==> src/rtl/core/fpba_pkg.sv <==
// ----------------------------------------------------------------------------
// fpba_pkg
// Shared codes and types for the fit-policy block allocator.
// ----------------------------------------------------------------------------
package fpba_pkg;

  // fit policy codes (code three falls back to first fit)
  localparam logic [1:0] POL_FIRST = 2'd0;
  localparam logic [1:0] POL_BEST  = 2'd1;
  localparam logic [1:0] POL_WORST = 2'd2;

  // item kinds
  localparam logic CMD_LOAD  = 1'b0;
  localparam logic CMD_ALLOC = 1'b1;

  // configuration register indexes
  localparam int unsigned CFG_IDX_W = 1;
  localparam logic [CFG_IDX_W-1:0] CFG_FIT_POLICY    = 1'b0;
  localparam logic [CFG_IDX_W-1:0] CFG_BLOCKS_IN_USE = 1'b1;
  localparam int unsigned CFG_DATA_W = 5;

  // fixed field widths
  localparam int unsigned IDX_FIELD_W = 4;
  localparam int unsigned AMT_W       = 16;
  localparam int unsigned REQ_NUM_W   = 16;
  localparam int unsigned TDATA_W     = 24;
  localparam logic [REQ_NUM_W-1:0] BATCH_MAX = '1;

  localparam logic [4:0] BLOCKS_RESET = 5'd16;

  // decision of the compare unit for one scanned entry
  typedef struct packed {
    logic take;  // entry becomes the current pick
    logic stop;  // first fit hit, scan can end
  } fit_t;

endpackage

==> src/rtl/core/fpba_fit_unit.sv <==
// ----------------------------------------------------------------------------
// fpba_fit_unit
// Shared compare unit: checks one table entry against the request and the
// current pick under the active policy.
// ----------------------------------------------------------------------------
module fpba_fit_unit import fpba_pkg::*; #(
  parameter int unsigned W = 16
) (
  input  logic [1:0]   policy_i,
  input  logic         found_i,
  input  logic [W-1:0] free_i,
  input  logic [W-1:0] best_i,
  input  logic [W-1:0] amount_i,
  output fit_t         fit_o
);

  logic fits;
  logic better;
  logic pol_scan;

  assign fits     = (free_i >= amount_i);
  assign pol_scan = (policy_i == POL_BEST) || (policy_i == POL_WORST);

  always_comb begin
    case (policy_i)
      POL_BEST:  better = (free_i < best_i);
      POL_WORST: better = (free_i > best_i);
      default:   better = 1'b0;
    endcase
  end

  assign fit_o.take = fits && (!found_i || better);
  assign fit_o.stop = fits && !found_i && !pol_scan;

endmodule

==> src/rtl/core/fit_policy_block_allocator.sv <==
// ----------------------------------------------------------------------------
// fit_policy_block_allocator
// Free-space table with first, best and worst fit allocation.
// ----------------------------------------------------------------------------
// Each transfer on the slave stream is either a load (tuser = 0), which sets
// one block's free size, or an allocation request (tuser = 1), which scans
// blocks 0 .. min(blocks_in_use, NUM_BLOCKS)-1 one entry per cycle through a
// single compare unit fed by the table's registered read port. First fit ends
// the scan at the first block that is large enough; best and worst fit scan
// all blocks, ties going to the lower index. The chosen block's free size is
// then reduced by the request. Every item yields one result transfer.
// A load goes straight to its result; a request scans, writes the chosen
// entry back and then forms its result, a first-fit hit ending the scan
// early. s_axis_tready is low while an item is in work; a finished result
// sits in the output register so the next item can be taken while it
// waits. The table reads as zero after reset through per-entry valid
// bits, so no clearing pass is needed. Configuration is written through
// cfg_we_i / cfg_idx_i / cfg_wdata_i (0: fit_policy, 1: blocks_in_use);
// the user must write it only while idle; the block does not enforce it.
// ----------------------------------------------------------------------------
module fit_policy_block_allocator import fpba_pkg::*; #(
  parameter int unsigned NUM_BLOCKS = 16,
  parameter int unsigned SIZE_BITS  = 16
) (
  input  logic                  clk_i,
  input  logic                  rst_ni,
  // configuration write port
  input  logic                  cfg_we_i,
  input  logic [CFG_IDX_W-1:0]  cfg_idx_i,
  input  logic [CFG_DATA_W-1:0] cfg_wdata_i,
  // slave stream
  input  logic                  s_axis_tvalid,
  output logic                  s_axis_tready,
  input  logic [TDATA_W-1:0]    s_axis_tdata,   // [3:0] block_index, [19:4] amount
  input  logic                  s_axis_tuser,   // [0] cmd
  input  logic                  s_axis_tlast,   // last_request
  // master stream
  output logic                  m_axis_tvalid,
  input  logic                  m_axis_tready,
  output logic [TDATA_W-1:0]    m_axis_tdata,   // [3:0] chosen_block, [19:4] request_number
  output logic                  m_axis_tuser    // [0] granted
);

  localparam int unsigned IDX_W = (NUM_BLOCKS > 1) ? $clog2(NUM_BLOCKS) : 1;
  localparam int unsigned CNT_W = $clog2(NUM_BLOCKS + 1);
  localparam int unsigned CMP_W = (SIZE_BITS > AMT_W) ? SIZE_BITS : AMT_W;

  typedef enum logic [1:0] {
    S_IDLE,
    S_SCAN,
    S_UPDATE,
    S_RESULT
  } state_e;

  state_e state_q;

  // configuration
  logic [1:0] pol_q;
  logic [4:0] bu_q;

  // input fields
  logic [IDX_FIELD_W-1:0] in_idx;
  logic [AMT_W-1:0]       in_amt;
  logic                   in_acc;
  logic [IDX_W+IDX_FIELD_W-1:0] in_idx_ext;
  logic                   idx_ok;

  assign in_idx     = s_axis_tdata[IDX_FIELD_W-1:0];
  assign in_amt     = s_axis_tdata[IDX_FIELD_W +: AMT_W];
  assign in_acc     = s_axis_tvalid && s_axis_tready;
  assign in_idx_ext = {{IDX_W{1'b0}}, in_idx};
  assign idx_ok     = (32'(in_idx) < NUM_BLOCKS);

  // table storage: memory plus reset-cleared valid bits
  logic [SIZE_BITS-1:0]  mem [NUM_BLOCKS];
  logic [NUM_BLOCKS-1:0] vld_q;
  logic                  wr_en;
  logic [IDX_W-1:0]      wr_addr;
  logic [SIZE_BITS-1:0]  wr_data;
  logic [IDX_W-1:0]      rd_addr;
  logic [SIZE_BITS-1:0]  rd_data_q;
  logic                  rd_vld_q;

  // scan state
  logic [CNT_W-1:0]     j_q;
  logic [CNT_W-1:0]     scan_lim;
  logic                 pend_q;
  logic [IDX_W-1:0]     pend_idx_q;
  logic                 found_q;
  logic [IDX_W-1:0]     pick_q;
  logic [SIZE_BITS-1:0] best_q;
  logic [AMT_W-1:0]     amt_q;
  logic                 issue;
  logic                 scan_done;

  // batch bookkeeping
  logic [REQ_NUM_W-1:0] bc_q;
  logic [REQ_NUM_W-1:0] bc_inc;
  logic [REQ_NUM_W-1:0] rn_q;

  // result holding
  logic                   res_gnt_q;
  logic [IDX_FIELD_W-1:0] res_blk_q;
  logic [REQ_NUM_W-1:0]   res_num_q;
  logic [IDX_W+IDX_FIELD_W-1:0] pick_ext;

  // output register
  logic                   m_valid_q;
  logic                   m_gnt_q;
  logic [IDX_FIELD_W-1:0] m_blk_q;
  logic [REQ_NUM_W-1:0]   m_num_q;
  logic                   out_free;

  // compare unit signals
  logic [CMP_W-1:0]     cmp_free;
  logic [CMP_W-1:0]     cmp_best;
  logic [CMP_W-1:0]     cmp_amt;
  logic [SIZE_BITS-1:0] cur_free;
  fit_t                 fit;

  assign scan_lim = (32'(bu_q) > NUM_BLOCKS) ? CNT_W'(NUM_BLOCKS) : CNT_W'(bu_q);
  assign issue    = (state_q == S_SCAN) && (j_q < scan_lim);
  assign rd_addr  = j_q[IDX_W-1:0];
  assign cur_free = rd_vld_q ? rd_data_q : '0;

  assign cmp_free = CMP_W'(cur_free);
  assign cmp_best = CMP_W'(best_q);
  assign cmp_amt  = CMP_W'(amt_q);

  fpba_fit_unit #(
    .W (CMP_W)
  ) u_fit (
    .policy_i (pol_q),
    .found_i  (found_q),
    .free_i   (cmp_free),
    .best_i   (cmp_best),
    .amount_i (cmp_amt),
    .fit_o    (fit)
  );

  // scan ends on a first-fit hit or once every entry has been compared
  assign scan_done = (pend_q && fit.stop) || !issue;

  assign bc_inc   = (bc_q == BATCH_MAX) ? bc_q : bc_q + 1'b1;
  assign pick_ext = {{IDX_FIELD_W{1'b0}}, pick_q};
  assign out_free = !m_valid_q || m_axis_tready;

  // single write port: loads at accept, allocation update afterwards
  always_comb begin
    wr_en   = 1'b0;
    wr_addr = pick_q;
    wr_data = best_q - SIZE_BITS'(amt_q);
    if (state_q == S_IDLE) begin
      wr_en   = in_acc && (s_axis_tuser == CMD_LOAD) && idx_ok;
      wr_addr = in_idx_ext[IDX_W-1:0];
      wr_data = SIZE_BITS'(in_amt);
    end else if (state_q == S_UPDATE) begin
      wr_en = found_q;
    end
  end

  always_ff @(posedge clk_i) begin
    if (wr_en) begin
      mem[wr_addr] <= wr_data;
    end
    rd_data_q <= mem[rd_addr];
    rd_vld_q  <= vld_q[rd_addr];
  end

  // sequencer
  always_ff @(posedge clk_i or negedge rst_ni) begin
    if (!rst_ni) begin
      state_q    <= S_IDLE;
      pol_q      <= POL_FIRST;
      bu_q       <= BLOCKS_RESET;
      vld_q      <= '0;
      bc_q       <= '0;
      rn_q       <= '0;
      j_q        <= '0;
      pend_q     <= 1'b0;
      pend_idx_q <= '0;
      found_q    <= 1'b0;
      pick_q     <= '0;
      best_q     <= '0;
      amt_q      <= '0;
      res_gnt_q  <= 1'b0;
      res_blk_q  <= '0;
      res_num_q  <= '0;
      m_valid_q  <= 1'b0;
      m_gnt_q    <= 1'b0;
      m_blk_q    <= '0;
      m_num_q    <= '0;
    end else begin
      if (cfg_we_i) begin
        unique case (cfg_idx_i)
          CFG_FIT_POLICY:    pol_q <= cfg_wdata_i[1:0];
          CFG_BLOCKS_IN_USE: bu_q  <= cfg_wdata_i;
          default: ;
        endcase
      end

      if (wr_en) begin
        vld_q[wr_addr] <= 1'b1;
      end

      // drained result; a new one loaded in S_RESULT takes its place
      if (m_axis_tready && (state_q != S_RESULT)) begin
        m_valid_q <= 1'b0;
      end

      unique case (state_q)
        S_IDLE: begin
          if (in_acc) begin
            if (s_axis_tuser == CMD_LOAD) begin
              res_gnt_q <= 1'b0;
              res_blk_q <= in_idx;
              res_num_q <= '0;
              state_q   <= S_RESULT;
            end else begin
              amt_q   <= in_amt;
              j_q     <= '0;
              pend_q  <= 1'b0;
              found_q <= 1'b0;
              pick_q  <= '0;
              best_q  <= '0;
              rn_q    <= bc_inc;
              bc_q    <= s_axis_tlast ? '0 : bc_inc;
              state_q <= S_SCAN;
            end
          end
        end
        S_SCAN: begin
          if (pend_q && fit.take) begin
            found_q <= 1'b1;
            pick_q  <= pend_idx_q;
            best_q  <= cur_free;
          end
          pend_q     <= issue;
          pend_idx_q <= rd_addr;
          if (issue) begin
            j_q <= j_q + 1'b1;
          end
          if (scan_done) begin
            state_q <= S_UPDATE;
          end
        end
        S_UPDATE: begin
          res_gnt_q <= found_q;
          res_blk_q <= found_q ? pick_ext[IDX_FIELD_W-1:0] : '0;
          res_num_q <= rn_q;
          state_q   <= S_RESULT;
        end
        S_RESULT: begin
          if (out_free) begin
            m_valid_q <= 1'b1;
            m_gnt_q   <= res_gnt_q;
            m_blk_q   <= res_blk_q;
            m_num_q   <= res_num_q;
            state_q   <= S_IDLE;
          end else begin
            m_valid_q <= 1'b1;
          end
        end
        default: state_q <= S_IDLE;
      endcase
    end
  end

  assign s_axis_tready = (state_q == S_IDLE);
  assign m_axis_tvalid = m_valid_q;
  assign m_axis_tuser  = m_gnt_q;
  assign m_axis_tdata  = {{(TDATA_W - IDX_FIELD_W - REQ_NUM_W){1'b0}}, m_num_q, m_blk_q};

endmodule

==> config.mk <==
export PLATFORM = sky130hd
export DESIGN_NAME = fit_policy_block_allocator
export DESIGN_NICKNAME = d
export VERILOG_FILES = /design/src/rtl/core/fpba_pkg.sv /design/src/rtl/core/fpba_fit_unit.sv /design/src/rtl/core/fit_policy_block_allocator.sv
export SDC_FILE = /design/constraint.sdc
export NUM_CORES = 1
export LEC_CHECK = 0
export ABC_AREA = 1
export BUFFER_PORTS_ARGS = -buffer_cell sky130_fd_sc_hd__buf_2
export CAP_MARGIN = 20
export CORE_UTILIZATION = 49
export DETAILED_ROUTE_END_ITERATION = 10
export PLACE_DENSITY = 0.71
export SYNTH_ARGS = -nofsm -noshare
export SYNTH_HDL_FRONTEND = slang
export SYNTH_SLANG_ARGS = --single-unit
==> constraint.sdc <==
create_clock -name clk_i -period 8 [get_ports clk_i]
set_input_delay 1.2 -clock clk_i [delete_from_list [all_inputs] [get_ports clk_i]]
set_output_delay 1.2 -clock clk_i [all_outputs]
set_load 0.1 [all_outputs]
==> metrics <==
CP endpoint kind register; CP delay by family, top simple AND/OR/NAND/NOR gates; mean post-synth cell area 10.5 sq um; area leader, netlist edfxtp_1; Setup Skew 0.0458 ns; Synth Warn # 0; Synth top area share 41.3%; clk slew on worst S/H paths 0.06 ns; max-slew violations 0; die height 197 um; final net count 1,917; fraction of registers with async set/reset 35.0%; drc violations 0; post-DR vias/cell 5.66; VDD IR max 0.000211 V; Die X 197 um; power per cell area 430 nW/um^2; Fin. Hold Viols 0; largest stage delay on the critical path 0.97 ns; Area growth syn-to-layout 13.7%; Buf/Inv on CP 2; Worst slew margin 29.5%; final setup fails 0; Post-Synthesis Cells 1,767; Core Rows 71; minimum clock period 4.08 ns; Setup CP Type reg -> reg; CTS tree done; most frequent cells in the layout nand2_1, edfxtp_1, o21ai_0; core area 37,600 sq um; Worst Setup EP mem[1][13]; root buffer cell clkbuf_16; final setup TNS 0 ns; worst r2r dst mem[1][13]; Worst Path Arrival 4.24 ns; CTS H-tree depth 2; flop2flop setup slack 3.92 ns; DP HPWL 27.7 mm; vias 13,416; P_leak 8.69 nW; hold_buf cts 0; number of enable flip-flop cells after synthesis 256; Initial DRC Count 1,280; RSZ-0062 raised after global routing false; first-pass GRT wire length 69.8 mm; Max-Cap Viols 0; final worst slack 3.92 ns; GPL Wtd Cong 0.895; most common cell after layout, fill and taps aside nand2_1; share of cells above drive strength 1 12.8%; period utilization 51.0%; die area 38,800 sq um; Skew-Pair Late Insertion Delay 0.57 ns; total track usage 23.4%; total stage count of the critical path 6; CTS max path bufs 3; CTS Buf Count 44; Max FO, Critical Path 28; worst path cell trace inv_1 -> ha_1 -> inv_2 -> a211oi_2 -> nand4_1 -> nor2_2; remaining antenna violation count after routing 0; f_max 245 MHz; crit start category register; final WL 45.4 mm; Antenna Diode Count 0; Yosys reg bits 420; CTS resizes 0; largest net degree at the start of global routing 115; CTS sink cnt 420; mapped cell area 18,600 sq um; sequential area share after synthesis 62.9%; Post-CTS Setup Inserts 0; Main synth FF type edfxtp_1; R2R cell count 6; Unique masters post-synth 50; critical path launch point state_q[0]; Pre-Repair DR Iteration Count 8; DP Worst Slack 3.94 ns; slowest CP cell nor2_2; routed length per instance 19.1 um; measured slew at the worst slew-check pin 1.06 ns; Overflow after GRT 0; Initial Utilization 49.6%; IO Port Bufs 55; data required time of the worst path 8.16 ns; status completed; R2R Path Start state_q[0]; antenna violations before repair 0; Synth area leaders edfxtp_1, dfrtp_1, o21ai_0, nand2_1, ha_1; I/O pins 64; number of global-route vias before repair 12,698; Worst Hold Class reg -> reg
[power by group]
part | total (mW) | switching [mW] | internal, mW | leakage [nW]
Clock | 2.17 | 0.873 | 1.30 | 0.759
Sequential | 3.44 | 0.253 | 3.19 | 4.35
Combinational | 3.49 | 2.50 | 0.986 | 3.58
[per-layer routing]
layer / up-vias / track usage [%] / wire length [um]
met1: 6537 / 31.0 / 18700
met3: 105 / 3.41 / 3200
met4: 0 / 10.2 / 1780
met5: - / 0 / 0
li1: 6272 / - / -
met2: 502 / 38.6 / 21700
[worst min path at each step]
stage,slack (ns),from,end,cells after the start
final,0.46,vld_q[0],vld_q[0],1
after global routing,0.48,vld_q[15],vld_q[15],1
after CTS,0.46,vld_q[0],vld_q[0],1
after detailed placement,0.45,vld_q[0],vld_q[0],1
after global placement,0.44,vld_q[12],vld_q[12],1
after floorplan,0.43,vld_q[10],vld_q[10],2
[sequential cells by signal, summed over array words and instances (netlist names), 2 cells and up]
name / flops
pick_q: 4
j_q: 5
m_blk_q: 4
res_blk_q: 4
amt_q: 16
bc_q: 16
pol_q: 2
m_num_q: 16
rn_q: 16
best_q: 16
bu_q: 5
pend_idx_q: 4
res_num_q: 16
rd_data_q: 16
vld_q: 16
mem: 256
state_q: 2
[stage by stage]
step | total power, mW | util, % | cells | hold slack, ns | area [sq um]
after CTS | 9.03 | 56.0 | 2360 | 0.462 | 21000
after floorplan | 5.74 | - | 1770 | 0.427 | 18600
final | 9.10 | 56.4 | 2369 | 0.459 | 21200
after detailed placement | 6.84 | 51.8 | 2278 | 0.446 | 19500
after global placement | 6.71 | 51.7 | 2275 | 0.442 | 19400
after global routing | 9.59 | 56.4 | 2369 | 0.478 | 21200
[Yosys cell counts, types with 2 or more instances]
library cell,n
or2_2,5
nor2_1,172
nand2_1,267
xnor2_1,2
a21boi_0,2
xor2_1,4
buf_12,2
a31oi_1,2
nand2_4,3
or2_0,2
o31ai_1,3
inv_2,7
buf_1,7
dfrtp_1,146
inv_1,156
ha_1,57
nand3_2,24
o21bai_1,2
o211ai_1,14
or2_1,9
mux2_2,2
nand3_1,85
nor3_1,6
clkbuf_1,64
nand4_1,34
o221ai_1,26
o21ai_0,240
a21o_1,2
o21ai_1,14
o22ai_1,51
o21a_1,2
buf_2,11
edfxtp_1,256
buf_4,8
dfxtp_1,17
a21oi_1,49
[kinds of logic after synthesis]
group / after synthesis / share of synthesized area, %
xor gates and xnor gates: 6 / 0.282
adders and majority gates: 58 / 3.94
AOI/OAI and AO/OA: 411 / 12.4
buffers and inverters: 257 / 5.63
and+or+nand+nor: 612 / 14.8
other: 1 / 0.0201
DFF: 420 / 62.9
muxes: 2 / 0.121
[final cells by class]
cell class                 count  area [sq um]
timing repair buffer          99           713
clock inverter                26           375
sequential                   420         11700
fill                        3030         16400
multi-input combinational   1093          5930
clock buffer                  56          1200
tap                          511           639
inverter                     164           617
Note: power is estimated with default switching activity, not from simulation.
